$ cat config.mk
export PLATFORM = sky130hd
export DESIGN_NAME = eps_cell
export DESIGN_NICKNAME = d
export VERILOG_FILES = /design/src/sv/eps_pkg.sv /design/src/sv/eps_cell.sv
export SDC_FILE = /design/constraint.sdc
export NUM_CORES = 1
export LEC_CHECK = 0
export BUFFER_PORTS_ARGS = -buffer_cell sky130_fd_sc_hd__buf_2
export CORE_ASPECT_RATIO = 0.75
export CORE_MARGIN = 2
export CORE_UTILIZATION = 50
export CTS_CLUSTER_DIAMETER = 100
export CTS_CLUSTER_SIZE = 16
export DETAILED_ROUTE_END_ITERATION = 8
export PLACE_DENSITY = 0.88
export SLEW_MARGIN = 0
export SYNTH_ARGS = -nofsm -noshare
export SYNTH_HDL_FRONTEND = slang
export SYNTH_SLANG_ARGS = --single-unit
$ cat constraint.sdc
create_clock -name clk_i -period 7.5 [get_ports clk_i]
set_input_delay 0.75 -clock clk_i [delete_from_list [all_inputs] [get_ports clk_i]]
set_output_delay 0.75 -clock clk_i [all_outputs]
set_load 0.005 [all_outputs]
$ cat src/sv/eps_pkg.sv
`timescale 1ns / 1ps
// Package of the ephemeris pool selector: codes, constants and the structs
// passed between the sequencer and the row of record cells. No dependencies.
package eps_pkg;

  // Field widths of the stored record and of the result
  localparam int unsigned ABS_W  = 33;  // absolute seconds since week zero
  localparam int unsigned AGE_W  = 31;  // saturated age
  localparam int unsigned IDX_W  = 6;   // reported entry index
  localparam int unsigned PROD_W = 61;  // shared multiplier product
  localparam int unsigned QUOT_W = 21;  // millis / 1000

  // Time constants
  localparam logic [AGE_W-1:0] WEEK_SECONDS = 31'd604800;
  localparam logic [AGE_W-1:0] AGE_LIMIT    = 31'd7200;
  localparam logic [AGE_W-1:0] AGE_MAX      = 31'h7FFF_FFFF;
  // ceil(2^40 / 1000): floor(x * RECIP_MILLIS / 2^40) == x / 1000 for x < 2^30
  localparam logic [AGE_W-1:0] RECIP_MILLIS = 31'd1099511628;
  localparam int unsigned      RECIP_SHIFT  = 40;

  localparam logic [1:0] SYS_UNSUPPORTED = 2'd3;

  typedef enum logic {
    OP_INSERT = 1'b0,
    OP_QUERY  = 1'b1
  } op_e;

  typedef enum logic [1:0] {
    ST_FOUND    = 2'd0,
    ST_NONE     = 2'd1,
    ST_INSERTED = 2'd2,
    ST_FULL     = 2'd3
  } status_e;

  typedef enum logic [2:0] {
    S_IDLE,
    S_DIV,
    S_WEEK,
    S_SUM,
    S_EXEC,
    S_SCAN,
    S_FINISH
  } state_e;

  // Running best record, handed from cell to cell
  typedef struct packed {
    logic             valid;
    logic             found;
    logic             pref;
    logic [IDX_W-1:0] idx;
    logic [AGE_W-1:0] age;
  } token_t;

  // Query broadcast to all cells, held during a scan
  typedef struct packed {
    logic [1:0]       sys;
    logic [5:0]       sat;
    logic [ABS_W-1:0] qabs;
    logic [7:0]       src;
    logic             ignore;
  } query_t;

  // Record write into the cell at the fill position
  typedef struct packed {
    logic             en;
    logic [1:0]       sys;
    logic [5:0]       sat;
    logic [ABS_W-1:0] rabs;
    logic             unhealthy;
    logic [7:0]       src;
  } wr_t;

endpackage

$ cat src/sv/eps_cell.sv
`timescale 1ns / 1ps
// One record cell of the pool: holds a record and updates the best-record
// token as it passes by. Depends on eps_pkg.
module eps_cell import eps_pkg::*; #(
  parameter int unsigned CELL_IDX = 0,
  parameter int unsigned COUNT_W  = 7
) (
  input  logic               clk_i,
  input  logic               rst_ni,
  input  logic [COUNT_W-1:0] count_i,
  input  wr_t                wr_i,
  input  query_t             query_i,
  input  token_t             tok_i,
  output token_t             tok_o
);

  localparam logic [COUNT_W-1:0] MY_POS = COUNT_W'(CELL_IDX);
  localparam logic [IDX_W-1:0]   MY_TAG = IDX_W'(CELL_IDX % 64);

  logic [1:0]       sys_q;
  logic [5:0]       sat_q;
  logic [ABS_W-1:0] rabs_q;
  logic             unh_q;
  logic [7:0]       src_q;
  token_t           tok_d, tok_q;

  logic             active, match, in_limit, pref, take;
  logic [ABS_W:0]   diff, mag;
  logic [AGE_W-1:0] age;

  // Record storage, written once at the fill position
  always_ff @(posedge clk_i) begin
    if (wr_i.en && count_i == MY_POS) begin
      sys_q  <= wr_i.sys;
      sat_q  <= wr_i.sat;
      rabs_q <= wr_i.rabs;
      unh_q  <= wr_i.unhealthy;
      src_q  <= wr_i.src;
    end
  end

  // Absolute difference, saturated
  always_comb begin
    diff = {1'b0, query_i.qabs} - {1'b0, rabs_q};
    mag  = diff[ABS_W] ? ((ABS_W+1)'(0) - diff) : diff;
    age  = (|mag[ABS_W:AGE_W]) ? AGE_MAX : mag[AGE_W-1:0];
  end

  // Candidate test and preference
  always_comb begin
    active   = count_i > MY_POS;
    match    = active && !unh_q && sys_q == query_i.sys && sat_q == query_i.sat;
    in_limit = query_i.ignore || age <= AGE_LIMIT;
    pref     = src_q == query_i.src;
    if (!tok_i.found) begin
      take = 1'b1;
    end else if (pref != tok_i.pref) begin
      take = pref;
    end else begin
      take = age < tok_i.age;
    end
    tok_d = tok_i;
    if (tok_i.valid && match && in_limit && take) begin
      tok_d.found = 1'b1;
      tok_d.pref  = pref;
      tok_d.idx   = MY_TAG;
      tok_d.age   = age;
    end
  end

  // Token stage toward the next cell
  always_ff @(posedge clk_i or negedge rst_ni) begin
    if (!rst_ni) begin
      tok_q <= '0;
    end else begin
      tok_q <= tok_d;
    end
  end

  assign tok_o = tok_q;

endmodule

## Word-level counts from Yosys, hierarchy flattened

Index checks and enable logic that the tools add are counted.

| storage, ports and cells | value |
|---|---|
| bits in registers | 90 |
| input bits | 150 |
| word-level logic and storage cells | 35 |
| output and inout bits | 40 |

| cells by class | value |
|---|---|
| $add $sub $neg | 2 |
| equality and inequality tests | 4 |
| $lt $le $gt $ge | 3 |
| reductions and logical operators | 11 |
| muxes and demuxes | 5 |

Operators by type and width:

| cell | count |
|---|---|
| $mux 39 | 1 |
| $mux 34 | 1 |
| $sub 1x34->34 const A | 1 |
| $sub 33x33->34 | 1 |
| $le 31x13->1 const B | 1 |
| $lt 31x31->1 | 1 |
| $mux 31 | 1 |
| $eq 8x8->1 | 1 |
| $gt 7x1->1 const B | 1 |
| $logic_and 1x1->1 | 7 |
| $logic_not 7->1 | 1 |
| $eq 6x6->1 | 1 |
| $reduce_or 3->1 | 1 |
| $eq 2x2->1 | 1 |
| $mux 1 | 2 |
| $logic_not 1->1 | 1 |
| $logic_or 1x1->1 | 1 |
| $ne 1x1->1 | 1 |

## Longest topological paths before layout

| depth | value |
|---|---|
| depth after elaboration | 10 |
| depth in mapped cells | 35 |
| depth with buffers taken out | 29 |

## Worst setup path before layout

OpenSTA, ideal clock, no wires.

| timing path | value |
|---|---|
| kind | in2reg |
| start point | input port query_i[9] (netlist name) |
| end point | register tok_q, in the netlist tok_o[10] |
| cell stages on the path | 34 |
| library setup time | 0.125 ns |
| slack | -0.430 ns |
| path buffers | 6 |
| required time | 7.375 ns |
| arrival time | 7.805 ns |
| cell sequence | inv_1 ha_1 inv_1 fa_1 a21o_1 a221o_1 buf_6 a21oi_1 xnor2_1 or2_1 buf_2 or4_1 buf_2 nor3_4 nand2_2 o311a_4 a211oi_2 clkbuf_1 buf_1 nand2_1 ha_1 a21o_1 a21oi_1 nor2b_1 o21ai_0 nand2b_1 a21oi_1 o21ai_0 nor4_1 nor4_1 mux2_2 nor4_4 buf_6 mux2_4 |

RTL lines:

| item | RTL line | source |
|---|---|---|
| start: declaration | eps_cell.sv:12 | `input query_t query_i,` |
| end signal: assignment | eps_cell.sv:76 | `tok_q <= tok_d;` |
| end: declaration | eps_cell.sv:25 | `token_t tok_d, tok_q;` |

==> impl_metrics.env <==
export IMPL_start_util_pct=51.6
export IMPL_clock_path_buffers=2
export IMPL_cts_buffers=9
export IMPL_grt_start_max_net_pins=51
export IMPL_ir_drop_mv=0.144
export IMPL_tritoncts="built"
export IMPL_netlist_top_cells_area="edfxtp_1 19%, dfrtp_1 13%, ha_1 9.8%, xnor2_1 4.5%, mux2_4 3.8%"
export IMPL_nets=1305
export IMPL_powerDensity_mw_per_mm2=149
export IMPL_mappedNetlistArea_sq_mm=0.00793
export IMPL_htreeDepth=3
export IMPL_routedWlPerCell_microns=16.8
export IMPL_grt_pass1_vias=6983
export IMPL_synth_top_flop_cell="edfxtp_1"
export IMPL_synth_edf_count=50
export IMPL_fillers=1325
export IMPL_viasPerCell=5.81
export IMPL_final_util_pct=63.0
export IMPL_grt_pass1_wl_microns=34500
export IMPL_async_flop_share_pct=44.4
export IMPL_wl_microns=21900
export IMPL_slowest_delay_ns=0.45
export IMPL_finalSetupViolCount=0
export IMPL_slew_headroom_pct=22.9
export IMPL_grt_overflow=0
export IMPL_cp_max_fo=16
export IMPL_cp_data_required_time_ns=7.75
export IMPL_portBuffers=189
export IMPL_critical_path_buf_inv_count=6
export IMPL_outcome="completed"
export IMPL_r2r_start="rabs_q[0]"
export IMPL_whs_ns=0.506
export IMPL_syn_area_per_cell_sq_um=8.96
export IMPL_clk_latency_ns=0.37
export IMPL_leakagePower_uw=0.00430
export IMPL_yosysTopAreaCell="edfxtp_1"
export IMPL_yosysWarningCount=0
export IMPL_gp_congestion=0.929
export IMPL_power_uw=1440
export IMPL_period_share_pct=95.9
export IMPL_ff2ff_setup_slack_ns=0.50
export IMPL_hpwl_microns=17600
export IMPL_hold_viol_final=0
export IMPL_cp_end_kind="register"
export IMPL_syn_inst=885
export IMPL_r2r_end="tok_o[2]"
export IMPL_ys_seq_area_share_pct=31.6
export IMPL_die_area_sq_mm=0.0169
export IMPL_drt_initial_drc_count=616
export IMPL_final_layout_size_suffix_gt1_share_pct=28.5
export IMPL_maxCapViolations=0
export IMPL_synth_common_cells="77 x nand2_1, 76 x inv_1, 62 x ha_1"
export IMPL_worstPathArrival_ns=7.44
export IMPL_min_period_ns=7.19
export IMPL_synthesis_nets=1098
export IMPL_hp_class="in2async"
export IMPL_synth_top_area_share_pct=18.9
export IMPL_drv_slew=0
export IMPL_diodes=0
export IMPL_drt_first_pass_iters=5
export IMPL_antenna_found_initial=0
export IMPL_worstMarginPinSlew_ns=1.16
export IMPL_fmax_mhz=139
export IMPL_ant_nets=0
export IMPL_critical_path_class="in2reg"
export IMPL_die_h_microns=113
export IMPL_clkSinkCount=90
export IMPL_post_route_drc_count=0
export IMPL_r2r_cells=30
export IMPL_fp_row_count=39
export IMPL_path_delay_family="compound AO/OA/AOI/OAI gates"
export IMPL_core_area_sq_mm=0.0154
export IMPL_cts_hold_buffers=0
export IMPL_cts_root_buf="clkbuf_16"
export IMPL_clock_skew_ns=0.0149
export IMPL_die_w_microns=149
export IMPL_dr_total_vias=7560
export IMPL_clk_pin_slew_ns=0.07
export IMPL_yosysMostFrequentCell="nand2_1"
export IMPL_ys_types=86
export IMPL_synth_seq_cells=90
export IMPL_grt_usage_pct=25.5
export IMPL_syn_to_final_growth_pct=22.1
export IMPL_crit_path_start_kind="input port"
export IMPL_pin_count=190
export IMPL_cpMaxStageDelayCell="a221o_2"
[through the flow]
stage	std cells	setup TNS [ns]	instance area [sq um]	setup slack, ns
floorplan	885	0	7950	0.0453
global placement	1280	0	9250	0.0359
detailed placement	1280	-3.70	9250	-0.181
CTS	1296	0	9560	0.182
global route	1302	-0.322	9680	-0.0472
finish	1302	0	9680	0.309
[layout make-up]
| type | count | area [sq um] | area share, % |
|---|---|---|---|
| clock buffer | 9 | 225 | 2.33 |
| tap | 205 | 256 | 2.65 |
| timing repair buffer | 232 | 1290 | 13.4 |
| clock inverter | 7 | 81.3 | 0.840 |
| inverter | 76 | 285 | 2.95 |
| sequential | 90 | 2500 | 25.8 |
| multi-input combinational | 683 | 5040 | 52.0 |
[worst register-to-register path, delay by kind of cell (launching register included)]
family / cells / cell delay (ns)
and+or+nand+nor: 8 / 1.59
DFF: 1 / 0.34
xor gates and xnor gates: 1 / 0.18
adders and majority gates: 3 / 0.86
muxes: 2 / 0.63
buffers and inverters: 4 / 0.64
AOI/OAI and AO/OA: 12 / 2.65
[power by group]
group	internal, uW	switching [uW]	leakage (uW)
Clock	238	229	0.000150
Sequential	534	3.58	0.000916
Combinational	188	249	0.00324
Total	960	482	0.00430
[worst max path at each step]
stage	startpoint	to	slack, ns	depth (start not counted)
final	query_i[9]	tok_o[2]	0.31	32
after global routing	query_i[9]	tok_o[2]	-0.05	34
after CTS	query_i[17]	tok_o[2]	0.18	29
after detailed placement	query_i[17]	tok_o[2]	-0.18	29
after global placement	query_i[17]	tok_o[2]	0.04	29
after floorplan	query_i[9]	tok_o[10]	0.05	32
[state kept, by name, indices dropped and copies added, names as in the netlist]
name / count
src_q: 8
rabs_q: 33
tok_o: 40
sat_q: 6
sys_q: 2
unh_q: 1
[routing by layer]
metal	vias up	GRT usage (%)	part of all wire [%]
met3	28	5.12	8.4
li1	3673	-	-
met1	3498	37.0	47
met2	361	39.7	43
met4	0	5.21	1.3
met5	-	0	0
[logic make-up (layout without fill, tap and decap cells)]
| group | Yosys count | count (layout) | synth area share [%] |
|---|---|---|---|
| multiplexers | 36 | 36 | 5.98 |
| AND/OR/NAND/NOR | 287 | 287 | 19.1 |
| buffers and inverters | 112 | 324 | 5.92 |
| AO/OA/AOI/OAI | 228 | 228 | 19.8 |
| XOR/XNOR | 68 | 68 | 7.51 |
| flip-flops | 90 | 90 | 31.6 |
| adder cells (fa/ha/maj) | 64 | 64 | 10.2 |
[placed cells by master, fill, tap and decap left out, types with 5 or more instances in the layout]
master     instances
a21boi_0           6
a21o_1            17
a21oi_1           58
a31oi_1           15
and2_1            12
and3_1            10
and4_1             7
buf_2            189
buf_4             40
clkbuf_16         10
dfrtp_1           40
edfxtp_1          50
ha_1              62
inv_1             76
mux2_2            10
mux2_4            20
mux2i_1            5
nand2_1           77
nand2b_1           5
nand3_1           14
nand4_1           17
nor2_1            56
nor2b_1           12
nor3_1            21
nor4_1             9
o211ai_1          13
o21a_1             5
o21ai_0           38
o21ai_1            5
o31ai_1            7
or2_2              5
or3_1             11
xnor2_1           40
xor2_1            27
[repair_timing]
item	CTS	global route
resized for setup	0	21
setup endpoints to repair	0	37
buffers inserted	0	5
Note: power is estimated with default switching activity, not from simulation.
