`config.mk`:
```
export PLATFORM = sky130hd
export DESIGN_NAME = eps_ctrl
export DESIGN_NICKNAME = d
export VERILOG_FILES = /design/src/sv/eps_pkg.sv /design/src/sv/eps_ctrl.sv
export SDC_FILE = /design/constraint.sdc
export NUM_CORES = 1
export LEC_CHECK = 0
export ABC_AREA = 1
export BUFFER_PORTS_ARGS = -buffer_cell sky130_fd_sc_hd__buf_2
export CAP_MARGIN = 20
export CELL_PAD_IN_SITES_DETAIL_PLACEMENT = 1
export CELL_PAD_IN_SITES_GLOBAL_PLACEMENT = 1
export CORE_MARGIN = 3
export CORE_UTILIZATION = 47
export CTS_CLUSTER_DIAMETER = 120
export DETAILED_ROUTE_END_ITERATION = 10
export PLACE_DENSITY_LB_ADDON = 0.2
export SLEW_MARGIN = 20
export SYNTH_ARGS = -nofsm -noshare
export SYNTH_HDL_FRONTEND = slang
export SYNTH_SLANG_ARGS = --single-unit
```
`constraint.sdc`:
```
create_clock -name clk_i -period 9.6 [get_ports clk_i]
set_clock_uncertainty 0.2 [all_clocks]
set_input_delay 1.92 -clock clk_i [delete_from_list [all_inputs] [get_ports clk_i]]
set_output_delay 1.92 -clock clk_i [all_outputs]
set_load 0.1 [all_outputs]
```
`src/sv/eps_pkg.sv`:
```
`timescale 1ns / 1ps
// Package of the ephemeris pool selector: codes, constants and the structs
// passed between the sequencer and the row of record cells. No dependencies.
package eps_pkg;

  // Field widths of the stored record and of the result
  localparam int unsigned ABS_W  = 33;  // absolute seconds since week zero
  localparam int unsigned AGE_W  = 31;  // saturated age
  localparam int unsigned IDX_W  = 6;   // reported entry index
  localparam int unsigned PROD_W = 61;  // shared multiplier product
  localparam int unsigned QUOT_W = 21;  // millis / 1000

  // Time constants
  localparam logic [AGE_W-1:0] WEEK_SECONDS = 31'd604800;
  localparam logic [AGE_W-1:0] AGE_LIMIT    = 31'd7200;
  localparam logic [AGE_W-1:0] AGE_MAX      = 31'h7FFF_FFFF;
  // ceil(2^40 / 1000): floor(x * RECIP_MILLIS / 2^40) == x / 1000 for x < 2^30
  localparam logic [AGE_W-1:0] RECIP_MILLIS = 31'd1099511628;
  localparam int unsigned      RECIP_SHIFT  = 40;

  localparam logic [1:0] SYS_UNSUPPORTED = 2'd3;

  typedef enum logic {
    OP_INSERT = 1'b0,
    OP_QUERY  = 1'b1
  } op_e;

  typedef enum logic [1:0] {
    ST_FOUND    = 2'd0,
    ST_NONE     = 2'd1,
    ST_INSERTED = 2'd2,
    ST_FULL     = 2'd3
  } status_e;

  typedef enum logic [2:0] {
    S_IDLE,
    S_DIV,
    S_WEEK,
    S_SUM,
    S_EXEC,
    S_SCAN,
    S_FINISH
  } state_e;

  // Running best record, handed from cell to cell
  typedef struct packed {
    logic             valid;
    logic             found;
    logic             pref;
    logic [IDX_W-1:0] idx;
    logic [AGE_W-1:0] age;
  } token_t;

  // Query broadcast to all cells, held during a scan
  typedef struct packed {
    logic [1:0]       sys;
    logic [5:0]       sat;
    logic [ABS_W-1:0] qabs;
    logic [7:0]       src;
    logic             ignore;
  } query_t;

  // Record write into the cell at the fill position
  typedef struct packed {
    logic             en;
    logic [1:0]       sys;
    logic [5:0]       sat;
    logic [ABS_W-1:0] rabs;
    logic             unhealthy;
    logic [7:0]       src;
  } wr_t;

endpackage

```
`src/sv/eps_ctrl.sv`:
```
`timescale 1ns / 1ps
// Sequencer of the ephemeris pool: beat capture, time conversion on a shared
// multiplier, fill count, token launch and result register. Depends on eps_pkg.
module eps_ctrl import eps_pkg::*; #(
  parameter int unsigned POOL_DEPTH = 64,
  parameter int unsigned COUNT_W    = 7
) (
  input  logic               clk_i,
  input  logic               rst_ni,
  input  logic               s_axis_tvalid,
  output logic               s_axis_tready,
  input  logic [87:0]        s_axis_tdata,
  input  logic [0:0]         s_axis_tuser,
  output logic               m_axis_tvalid,
  input  logic               m_axis_tready,
  output logic [39:0]        m_axis_tdata,
  output logic [1:0]         m_axis_tuser,
  output logic [COUNT_W-1:0] count_o,
  output wr_t                wr_o,
  output query_t             query_o,
  output token_t             launch_o,
  input  token_t             tok_end_i
);

  localparam logic [COUNT_W-1:0] FULL_COUNT = COUNT_W'(POOL_DEPTH);

  state_e state_q, state_d;

  // Captured beat
  op_e         op_q;
  logic [1:0]  sys_q;
  logic [5:0]  sat_q;
  logic [12:0] week_q;
  logic [19:0] ref_q;
  logic [29:0] qms_q;
  logic        unh_q;
  logic [7:0]  src_q;
  logic        ign_q;

  logic [PROD_W-1:0] prod_q;
  logic [QUOT_W-1:0] quot_q;
  logic [ABS_W-1:0]  abs_q;
  logic [29:0]       mul_a;
  logic [AGE_W-1:0]  mul_b;

  logic [COUNT_W-1:0] count_q, count_d;

  status_e          res_status_q;
  logic [IDX_W-1:0] res_idx_q;
  logic [AGE_W-1:0] res_age_q;

  logic             out_valid_q;
  status_e          out_status_q;
  logic [IDX_W-1:0] out_idx_q;
  logic [AGE_W-1:0] out_age_q;

  logic in_fire, out_free, launch, do_write, pool_full;

  assign in_fire   = s_axis_tvalid && s_axis_tready;
  assign out_free  = !out_valid_q || m_axis_tready;
  assign pool_full = count_q >= FULL_COUNT;

  // Next state
  always_comb begin
    state_d = state_q;
    case (state_q)
      S_IDLE:   if (in_fire) state_d = S_DIV;
      S_DIV:    state_d = S_WEEK;
      S_WEEK:   state_d = S_SUM;
      S_SUM:    state_d = S_EXEC;
      S_EXEC: begin
        if (op_q == OP_QUERY && sys_q != SYS_UNSUPPORTED) state_d = S_SCAN;
        else state_d = S_FINISH;
      end
      S_SCAN:   if (tok_end_i.valid) state_d = S_FINISH;
      S_FINISH: if (out_free) state_d = S_IDLE;
      default:  state_d = S_IDLE;
    endcase
  end

  // State outputs
  always_comb begin
    s_axis_tready = 1'b0;
    launch        = 1'b0;
    do_write      = 1'b0;
    mul_a         = qms_q;
    mul_b         = RECIP_MILLIS;
    case (state_q)
      S_IDLE:  s_axis_tready = 1'b1;
      S_WEEK: begin
        mul_a = 30'(week_q);
        mul_b = WEEK_SECONDS;
      end
      S_EXEC: begin
        launch   = op_q == OP_QUERY && sys_q != SYS_UNSUPPORTED;
        do_write = op_q == OP_INSERT && !pool_full;
      end
      default: ;
    endcase
  end

  always_ff @(posedge clk_i or negedge rst_ni) begin
    if (!rst_ni) begin
      state_q <= S_IDLE;
    end else begin
      state_q <= state_d;
    end
  end

  // Beat capture: tdata from bit 0 is sys, sat, week, toe, millis, health,
  // source, ignore; tuser is the op
  always_ff @(posedge clk_i) begin
    if (in_fire) begin
      op_q   <= op_e'(s_axis_tuser[0]);
      sys_q  <= s_axis_tdata[1:0];
      sat_q  <= s_axis_tdata[7:2];
      week_q <= s_axis_tdata[20:8];
      ref_q  <= s_axis_tdata[40:21];
      qms_q  <= s_axis_tdata[70:41];
      unh_q  <= s_axis_tdata[71];
      src_q  <= s_axis_tdata[79:72];
      ign_q  <= s_axis_tdata[80];
    end
  end

  // Shared multiplier: millis * reciprocal, then week * 604800, then sum
  always_ff @(posedge clk_i) begin
    if (state_q == S_DIV || state_q == S_WEEK) begin
      prod_q <= PROD_W'(mul_a) * PROD_W'(mul_b);
    end
    if (state_q == S_WEEK) begin
      quot_q <= prod_q[RECIP_SHIFT +: QUOT_W];
    end
    if (state_q == S_SUM) begin
      abs_q <= prod_q[ABS_W-1:0] +
               ((op_q == OP_QUERY) ? ABS_W'(quot_q) : ABS_W'(ref_q));
    end
  end

  // Fill count
  always_comb begin
    count_d = count_q;
    if (do_write) count_d = count_q + COUNT_W'(1);
  end

  always_ff @(posedge clk_i or negedge rst_ni) begin
    if (!rst_ni) begin
      count_q <= '0;
    end else begin
      count_q <= count_d;
    end
  end

  // Pending result
  always_ff @(posedge clk_i) begin
    if (state_q == S_EXEC) begin
      res_idx_q <= '0;
      res_age_q <= '0;
      if (op_q == OP_INSERT) begin
        res_status_q <= pool_full ? ST_FULL : ST_INSERTED;
        if (!pool_full) res_idx_q <= IDX_W'(count_q);
      end else begin
        res_status_q <= ST_NONE;
      end
    end else if (state_q == S_SCAN && tok_end_i.valid) begin
      if (tok_end_i.found) begin
        res_status_q <= ST_FOUND;
        res_idx_q    <= tok_end_i.idx;
        res_age_q    <= tok_end_i.age;
      end else begin
        res_status_q <= ST_NONE;
        res_idx_q    <= '0;
        res_age_q    <= '0;
      end
    end
  end

  // Output register
  always_ff @(posedge clk_i or negedge rst_ni) begin
    if (!rst_ni) begin
      out_valid_q <= 1'b0;
    end else if (state_q == S_FINISH && out_free) begin
      out_valid_q <= 1'b1;
    end else if (m_axis_tready) begin
      out_valid_q <= 1'b0;
    end
  end

  always_ff @(posedge clk_i) begin
    if (state_q == S_FINISH && out_free) begin
      out_status_q <= res_status_q;
      out_idx_q    <= res_idx_q;
      out_age_q    <= res_age_q;
    end
  end

  assign m_axis_tvalid = out_valid_q;
  assign m_axis_tdata  = {3'b000, out_age_q, out_idx_q};
  assign m_axis_tuser  = out_status_q;

  // Cell row drive
  assign count_o = count_q;

  always_comb begin
    wr_o.en        = do_write;
    wr_o.sys       = sys_q;
    wr_o.sat       = sat_q;
    wr_o.rabs      = abs_q;
    wr_o.unhealthy = unh_q;
    wr_o.src       = src_q;

    query_o.sys    = sys_q;
    query_o.sat    = sat_q;
    query_o.qabs   = abs_q;
    query_o.src    = src_q;
    query_o.ignore = ign_q;

    launch_o       = '0;
    launch_o.valid = launch;
  end

  // Checks
  a_tok_in_scan: assert property (@(posedge clk_i) disable iff (!rst_ni)
    tok_end_i.valid |-> state_q == S_SCAN)
    else $error("token left the cell row outside a scan");

  a_count_bound: assert property (@(posedge clk_i) disable iff (!rst_ni)
    count_q <= FULL_COUNT)
    else $error("fill count beyond pool depth");

  a_write_room: assert property (@(posedge clk_i) disable iff (!rst_ni)
    wr_o.en |-> (count_q < FULL_COUNT && !launch))
    else $error("record write into a full pool or during a launch");

  a_accept_starts: assert property (@(posedge clk_i) disable iff (!rst_ni)
    in_fire |=> state_q == S_DIV)
    else $error("accepted beat did not start the sequence");

endmodule

```
Word-level counts from Yosys, hierarchy flattened
Cells that the tools add are included.
{"block": "op_classes", "n_mul": 1, "n_bitwise": 1, "n_div": 0, "add_sub_neg": 2, "mux": 24, "n_shift": 0, "magnitude_cmp": 1, "n_eq_ne": 10, "n_reduce_logical": 13}
{"cell": "$mux 31", "n": 2}
{"cell": "$mul 30x31->61", "n": 1}
{"cell": "$add 33x21->33", "n": 1}
{"cell": "$mux 30", "n": 1}
{"cell": "$mux 6", "n": 5}
{"cell": "$mux 21", "n": 1}
{"cell": "$pmux 3 s7", "n": 1}
{"cell": "$eq 3x3->1 const B", "n": 3}
{"cell": "$mux 3", "n": 3}
{"cell": "$mux 2", "n": 4}
{"cell": "$ne 2x2->1 const B", "n": 4}
{"cell": "$add 7x1->7 const B", "n": 1}
{"cell": "$ge 7x7->1 const B", "n": 1}
{"cell": "$mux 1", "n": 7}
{"cell": "$eq 3x2->1 const B", "n": 2}
{"cell": "$logic_and 1x1->1", "n": 5}
{"cell": "$reduce_bool 2->1", "n": 2}
{"cell": "$eq 3x1->1 const B", "n": 1}
{"cell": "$logic_not 3->1", "n": 1}
{"cell": "$reduce_and 3->1", "n": 1}
{"cell": "$logic_not 1->1", "n": 2}
{"cell": "$logic_or 1x1->1", "n": 2}
{"cell": "$not 1->1", "n": 1}
{"block": "totals", "mem_bits_rw": 0, "elab_cells": 73, "latchBits": 0, "ff_bits": 286, "output_inout_bits": 192, "rom_bits": 0, "n_memories": 0, "in_bits": 133}

Longest topological paths before layout
Gate-level depths: netlist (run 1).
{"block": "depth", "depth_word": 5, "depth_mapped": 35, "mapped_depth_nobuf": 34}

Least setup slack after synthesis (run 1)
OpenSTA, ideal clock, no wires.
{"block": "synth_timing", "kind": "input to register", "startpoint": "input port s_axis_tvalid", "endpoint": "register ign_q, enable pin", "path_stages": 2, "setup_slack_ns": 1.276, "t_arrival_ns": 7.501, "t_required_ns": 8.777, "setup_ns": 0.623, "n_path_buf": 0, "path_cell_list": "inv_1 nor3_1"}
{"block": "synth_between", "elab_chain_cells": 1}
{"item": "from (decl)", "line": "eps_ctrl.sv:10", "text": "input logic s_axis_tvalid,"}
{"item": "$logic_and 1x1->1", "line": "eps_ctrl.sv:59", "text": "assign in_fire = s_axis_tvalid && s_axis_tready;"}
{"item": "via in_fire", "line": "eps_ctrl.sv:57", "text": "logic in_fire, out_free, launch, do_write, pool_full;"}
{"item": "to (signal assigned)", "line": "eps_ctrl.sv:122", "text": "ign_q <= s_axis_tdata[80];"}
{"item": "to (decl)", "line": "eps_ctrl.sv:38", "text": "logic ign_q;"}
The timed path passes the listed nets, and every way through them passes these cells.
A chain may end at the register's enable or synchronous reset.

Final worst setup path (run 1)
{"block": "layout_timing", "startpoint": "register state_q[2]", "endpoint": "register prod_q[42], data pin"}
{"block": "layout_between", "elab_chain_cells": 3, "elab_cells_between_ends": 4, "classes_between": "1 x mul; 1 x eq/ne; 2 x mux"}
{"item": "from (decl)", "line": "eps_ctrl.sv:27", "text": "state_e state_q, state_d;"}
{"item": "from (signal assigned)", "line": "eps_ctrl.sv:106", "text": "state_q <= state_d;"}
{"item": "$eq 3x2->1 (*)", "line": "eps_ctrl.sv:88", "text": "case (state_q)"}
{"item": "$mux 30 / $mux 31 (equally long branches)", "line": "eps_ctrl.sv:88"}
{"item": "$mul 30x31->61 (*)", "line": "eps_ctrl.sv:129", "text": "prod_q <= PROD_W'(mul_a) * PROD_W'(mul_b);"}
{"item": "to (signal assigned)", "line": "eps_ctrl.sv:129"}
{"item": "to (decl)", "line": "eps_ctrl.sv:40", "text": "logic [PROD_W-1:0] prod_q;"}
Every way passes the cells marked *; elsewhere a longest branch is shown, timed or not.

==> summary by stage, run 1 <==
Run status
The run finished with clean final reports.

STA
Timing would allow up to 0.1206 GHz. Setup violations remaining at the end of the flow were counted as 0. The total negative setup slack is 0 ns. The final critical-path required period is 8.291 ns. Setup repair after global routing left no endpoint under its margin. The worst relative slew slack is 0.2583. The number of max-slew violations in the final report is 0. The final cycle utilization of the critical path is 0.8637. The transition at the pin with the smallest max-transition slack is 1.113 ns. The final hold violation count came to 0.

Finish
The layout overhead on the synthesized area is 9.985%. The number of filler cells placed in the layout is roughly 7000. Leaving out fill and tap cells, the most frequent cell in the layout is sky130_fd_sc_hd__inv_1. In the layout the commonest cells are sky130_fd_sc_hd__inv_1, sky130_fd_sc_hd__nand2_1, sky130_fd_sc_hd__ha_1.

In the final design database the tool counted 4195 nets. The share of post-route cells with drive strength above 1 is 0.1203.

Logic synthesis
By area the synthesized netlist is led by sky130_fd_sc_hd__edfxtp_1, sky130_fd_sc_hd__fa_1, sky130_fd_sc_hd__ha_1. The synthesized cell area is about 28000 sq um. The number of unique standard cell types used by synthesis is slightly below 50. For this run, the number of Yosys warnings is 0. Synthesis produced a netlist whose cell count is around 3100. The share of the synthesized area in the top cell type is 0.2494. In this run, synthesis inferred around 240 flip-flops with an integrated enable. The mean area per synthesized cell is 9.031 sq um. Among all flip-flop cells after synthesis, the most frequent one is sky130_fd_sc_hd__edfxtp_1.

For this run, the register share of the synthesized area comes to 0.2811. The synthesized flop and latch total is roughly 280. The top cell type by total area after synthesis is sky130_fd_sc_hd__edfxtp_1. Of all flip-flops after synthesis, the portion carrying an async set or reset was 0.03971.

Worst setup path
The maximum fanout along the worst path is 45. The arrival time of data at the critical path endpoint is approximately 8.4 ns. STA classifies the critical path endpoint as a flop. The setup path with the least slack is of type reg -> reg. The cell with the largest stage delay on the worst path is sky130_fd_sc_hd__fa_1. The most frequent cell on the critical path is sky130_fd_sc_hd__fa_1.

The worst setup path is launched from a flop. The critical path data required time is slightly below 10 ns. For this run, the slowest stage of the critical path takes between 0.5 and 0.6 ns.

Floorplanning
The floorplan has 89 rows. The count of boundary I/O pins is 325. The die covers approximately 63000 sq um. Measured along the x axis, the die boundary spans about 250 um. The core outline area is between 50000 and 60000 sq um. The initial cell density of the core is 0.4776. The die extent in y is about 250 um.

Global route
The largest net degree at the start of global routing is 60. The first global-routing pass estimated between 100 and 150 mm of wire. The number of antenna violations at the first check in global routing was 4. Across every metal layer, demand over resource in global routing totals 0.2685. The number of global-route vias before repair is about 23000. The residual overflow from global routing is 0.

Drt
Using the TritonRoute via totals, the vias-per-cell ratio works out to a little under 5. The number of nets with antenna violations after detailed routing is 0. The final wirelength is about 84 mm.

The starting DRC count in detailed routing is ~870. The first TritonRoute pass finished after 5 iterations. The average wire per cell in the routed design is between 20 and 25 um. The number of vias after detailed routing is roughly 21000.

The DRC violation count after routing is 0.

Placement
In this run the tool buffered the top-level ports with ~270 buffer cells. At the end of routability-driven placement, the weighted congestion stood at 0.9402. The post-detailed-placement half-perimeter wirelength is 73.91 mm.

Clocking
Clock latency on the worst-skew pair, taken at its later pin, is approximately 0.6 ns. CTS built an H-tree with a depth of 1. The number of clock sinks is 277. Hold repair after CTS inserted 0 buffers.

After clock tree synthesis, the clock-pin slew on the worst setup and hold paths is around 0.060 ns. Counting the buffers created by CTS gives 31. The CTS root buffer is sky130_fd_sc_hd__clkbuf_16. TritonCTS built the clock tree.

The clock passes through at most 3 buffers. After clock tree synthesis, the repair step resized 0 gates. The setup fix buffers added after clock tree synthesis is 0.

Run
Max-cap violations in this run came to 0.

Hold path
In this run the worst hold path is classified as reg -> reg.
[per-stage QoR]
step	cell area (sq um)	hold WS (ns)	worst slack, ns	util	instances
3_5_place_dp	30090	0.2056	1.318	0.5079	4114
6_report	31120	0.2166	1.309	0.5253	4178
2_1_floorplan	28500	0.2003	1.276	-	3188
5_1_grt	31120	0.2288	0.8783	0.5252	4177
4_1_cts	31080	0.2193	1.287	0.5246	4172
3_3_place_gp	30090	0.2027	1.406	0.5079	4114
[registers in the layout (all words and copies together) (netlist names), 7 cells and up]
signal / count
prod_q: 52
ref_q: 20
src_q: 8
quot_q: 21
abs_q: 33
qms_q: 30
count_o: 7
out_age_q: 31
res_age_q: 31
week_q: 13
[layout make-up]
| type | count | area, sq um | share of cell area |
|---|---|---|---|
| Multi-Input combinational cell | 1907 | 16420 | 0.5278 |
| Sequential cell | 277 | 7953 | 0.2556 |
| Inverter | 868 | 3261 | 0.1048 |
| Timing Repair Buffer | 290 | 1511 | 0.04857 |
| Tap cell | 773 | 967.2 | 0.03108 |
| Clock buffer | 33 | 783.3 | 0.02517 |
| Clock inverter | 25 | 207.7 | 0.006674 |
| Antenna cell | 5 | 12.51 | 0.0004021 |
[logic make-up after synthesis]
group,count (synthesis),share of synthesized area
compound gates,150,0.03047
xor+xnor,48,0.01486
fa+ha+maj,687,0.3829
buf+inv,1004,0.1470
flops,277,0.2811
other cells,2,0.0002654
simple gates,965,0.1434
[cell usage after synthesis, types with 4 or more instances]
| master | n |
|---|---|
| sky130_fd_sc_hd__inv_1 | 856 |
| sky130_fd_sc_hd__nand2_1 | 651 |
| sky130_fd_sc_hd__ha_1 | 389 |
| sky130_fd_sc_hd__fa_1 | 298 |
| sky130_fd_sc_hd__edfxtp_1 | 235 |
| sky130_fd_sc_hd__nor2_1 | 138 |
| sky130_fd_sc_hd__buf_4 | 95 |
| sky130_fd_sc_hd__nand3_1 | 78 |
| sky130_fd_sc_hd__a21oi_1 | 59 |
| sky130_fd_sc_hd__xor2_1 | 41 |
| sky130_fd_sc_hd__o21ai_0 | 33 |
| sky130_fd_sc_hd__dfxtp_1 | 31 |
| sky130_fd_sc_hd__o22ai_1 | 31 |
| sky130_fd_sc_hd__clkbuf_1 | 30 |
| sky130_fd_sc_hd__nand4_1 | 20 |
| sky130_fd_sc_hd__nor3_1 | 20 |
| sky130_fd_sc_hd__nor2_2 | 14 |
| sky130_fd_sc_hd__o21bai_1 | 13 |
| sky130_fd_sc_hd__dfrtp_1 | 11 |
| sky130_fd_sc_hd__inv_2 | 10 |
| sky130_fd_sc_hd__nand2_2 | 10 |
| sky130_fd_sc_hd__buf_2 | 8 |
| sky130_fd_sc_hd__or2_2 | 8 |
| sky130_fd_sc_hd__xnor2_1 | 7 |
| sky130_fd_sc_hd__nor2_4 | 6 |
| sky130_fd_sc_hd__and2_1 | 4 |
[worst paths after layout]
check                                       start  depth (start not counted)  slack, ns                        end
min in group asynchronous                  rst_ni                          1       1.00     count_o[1]$_DFFE_PN0P_
setup reg to reg           state_q[2]$_DFFE_PN0P_                         29       1.31       prod_q[42]$_DFFE_PP_
setup / recovery           state_q[2]$_DFFE_PN0P_                         29       1.31       prod_q[42]$_DFFE_PP_
hold / removal               prod_q[53]$_DFFE_PP_                          0       0.22       quot_q[13]$_DFFE_PN_
max in group asynchronous                  rst_ni                          1       7.98  m_axis_tvalid$_DFFE_PN0P_
hold reg to reg              prod_q[53]$_DFFE_PP_                          0       0.22       quot_q[13]$_DFFE_PN_
[metal layers]
metal  routed length (um)  vias up  GRT usage
met5                    0        -          0
met4                 2998        0    0.08884
met3                 2736      128    0.02442
met2                43630      388     0.4931
met1                34670    10350     0.3332
li1                     -     9868          -
[critical path: cells and delay by family, from the launching register on]
family	cells	cell delay, ns
adder cells (fa/ha/maj)	9	4.16
buffers and inverters	7	0.86
flip-flops	1	0.52
AO/OA/AOI/OAI	1	0.38
AND/OR/NAND/NOR	12	1.83
Power of run 1 is not shown: default switching activity piles up to over one toggle a cycle in this logic, so the estimate is an artifact.
==> run 2: changes to the inputs <==
CORE_UTILIZATION = 45   (was 47)
SETUP_SLACK_MARGIN = 0.3   (was not set)
==> run 2 against run 1 <==
Die area is 4.3% higher. Sequential share of layout area is 0.16 points lower. First-iteration DRC count is 22% higher. Critical path type unchanged. Critical endpoint is now prod_q[57]$_DFFE_PP_.
==> summary by stage, run 2 (synthesis results as in run 1) <==
STA
For the pin with the worst max-slew slack, the measured transition is a little over 1 ns. The final hold violation count is 0. Setup repair after global routing left no endpoint under its margin.

Dividing the final minimum period by the clock period gives 0.8750. The final-layout worst hold slack is ~0.19 ns. The number of max-slew violations in the final report is 0. Setup violations remaining at the end of the flow were counted as 0. The final critical-path required period is around 8.4 ns. The total negative setup slack is 0 ns. The worst relative slew slack is 0.3114. Based on the critical path, the design can be clocked at up to ~0.12 GHz.

Finish
The finished cells cover about 31000 sq um. The final net count is 4197. In the final layout, the share of cells above drive strength 1 is 0.1211. The layout has 7429 filler cells.

The number of flip-flops under the largest register name is 52. The largest registers in the layout are prod_q: 52 flops, abs_q: 33 flops. More flip-flops sit in one register than any other, and that register is prod_q. The most common library cell in the layout ignoring fill and taps is sky130_fd_sc_hd__inv_1. In the layout the commonest cells are sky130_fd_sc_hd__inv_1, sky130_fd_sc_hd__nand2_1, sky130_fd_sc_hd__ha_1.

Relative to the synthesized area, the layout overhead comes to 10.68%.

Worst setup path
The startpoint identified for the worst register-to-register timing path is state_q[2]$_DFFE_PN0P_. The worst setup path category is reg -> reg. In this run the worst setup path begins at state_q[2]$_DFFE_PN0P_.

The setup check on the worst reg-to-reg path leaves a slack of ~1.2 ns. The arrival time of data at the critical path endpoint is about 8.5 ns. The depth of the worst register-to-register path is 29. For the worst setup path, the data required time is 9.68 ns. The end of the worst register-to-register path is prod_q[57]$_DFFE_PP_.

STA classifies the critical path startpoint as a flop. The maximum fanout along the worst path is 45. STA classifies the critical path endpoint as a flop. The largest incremental delay on the critical path is between 0.5 and 0.6 ns. The slowest stage of the critical path is the sky130_fd_sc_hd__fa_1 cell.

Hold path
The launch instance of the worst min-delay path is res_status_q[0]$_DFFE_PP_. Along the worst hold path, the cell count comes to 0. The tightest min-delay check is of the reg -> reg type.

The worst min-delay path endpoint is m_axis_tuser[0]$_DFFE_PP_.

Clocking
The setup fix buffers added after clock tree synthesis is 0. The longest clock path from root to sink contains 3 buffers. The H-tree generated during clock tree synthesis spans 2 levels. In this run, post-CTS repair resized a total of 0 instances. The CTS buffer count is 35. After clock tree synthesis, the clock-pin slew on the worst setup and hold paths is 0.07 ns. The number of buffers inserted by hold repair at cts is 0.

The CTS tree is yes. The number of clock sinks is ~280. In this run the clock root is driven by a sky130_fd_sc_hd__clkbuf_16.

Clock latency on the worst-skew pair, taken at its later pin, is around 0.56 ns.

Drt
After the first detailed-routing iteration, the DRC count stood at between 1000 and 1500. In the final routed layout, each cell accounts on average for 20.09 um. After detailed routing, the total wire length is roughly 85 mm. The routed layout has 20670 vias.

The DRC violation count after routing is 0. The average via count per standard cell is 4.870. The total iterations of the first detailed-routing run is 5. The number of nets with antenna violations after detailed routing is 0.

Placement
In this run the cell area measured after placement is around 30000 sq um. Input and output buffers added on the ports amount to ~270. The congestion estimate from routability-driven global placement came to 0.9058. The wire-length estimate of the detail-placed layout is ~74 mm.

Global route
The number of antenna violations at the first check in global routing was 6. The number of global-route vias before repair is 22800. The total routing usage reported by global routing is 0.2582. Global routing finished with a remaining overflow of 0. Entering global routing, the biggest net connects 60 pins. The wire length of the first global-routing pass is approximately 130 mm.

Floorplanning
For this configuration, the core starts out at a cell density of 0.4568. The die extent in y is 256.7 um. The count of boundary I/O pins is 325. The initialized floorplan defines just over 90 standard-cell rows.

The total area inside the core boundary comes to between 60000 and 70000 sq um. Measured along the x axis, the die boundary spans 256.7 um. The area enclosed by the die boundary is around 66000 sq um.

Run status
The flow ran to the end, and the final reports show no timing, DRC or antenna violations.

Run
The tool flagged a number of max-cap violations equal to 0.
[run 2: worst max-delay path by stage]
stage | slack [ns] | cells after the start | to
global placement | 1.44 | 29 | prod_q[57]$_DFFE_PP_
CTS | 1.17 | 29 | prod_q[57]$_DFFE_PP_
floorplan | 1.28 | 2 | ign_q$_DFFE_PP_
detailed placement | 1.18 | 29 | prod_q[57]$_DFFE_PP_
finish | 1.20 | 29 | prod_q[57]$_DFFE_PP_
global route | 0.79 | 29 | prod_q[57]$_DFFE_PP_
[run 2: worst max-delay path: cells and delay by family (launching register included)]
kind                       cells  cell delay, ns
AOI/OAI and AO/OA              1            0.45
adders and majority gates      9            4.18
buffers and inverters          8            1.01
DFF                            1            0.53
and+or+nand+nor               11            1.72
[run 2: area by class of cell]
cell class / instances / area (sq um) / share of cell area
tap: 837 / 1047 / 0.03344
clock buffer: 39 / 922.1 / 0.02945
antenna: 4 / 10.01 / 0.0003196
timing repair buffer: 288 / 1496 / 0.04778
inverter: 868 / 3261 / 0.1041
multi-input combinational: 1907 / 16420 / 0.5244
sequential: 277 / 7953 / 0.2539
clock inverter: 23 / 203.9 / 0.006512
[run 2: stage by stage]
| step | setup WS, ns | std cells | utilization |
|---|---|---|---|
| finish | 1.200 | 4243 | 0.5056 |
| global placement | 1.442 | 4176 | 0.4868 |
| global route | 0.7861 | 4243 | 0.5056 |
| floorplan | 1.276 | 3188 | - |
| detailed placement | 1.177 | 4176 | 0.4868 |
| CTS | 1.169 | 4238 | 0.5050 |
[run 2: routing by layer]
metal  GRT usage  share of wire  vias up
li1            -              -     9881
met1      0.3310           0.42    10260
met2      0.4556           0.51      422
met3     0.03398          0.044      105
met4     0.07748          0.029        0
met5           0              0        -
Power of run 2 is left out for the same reason.
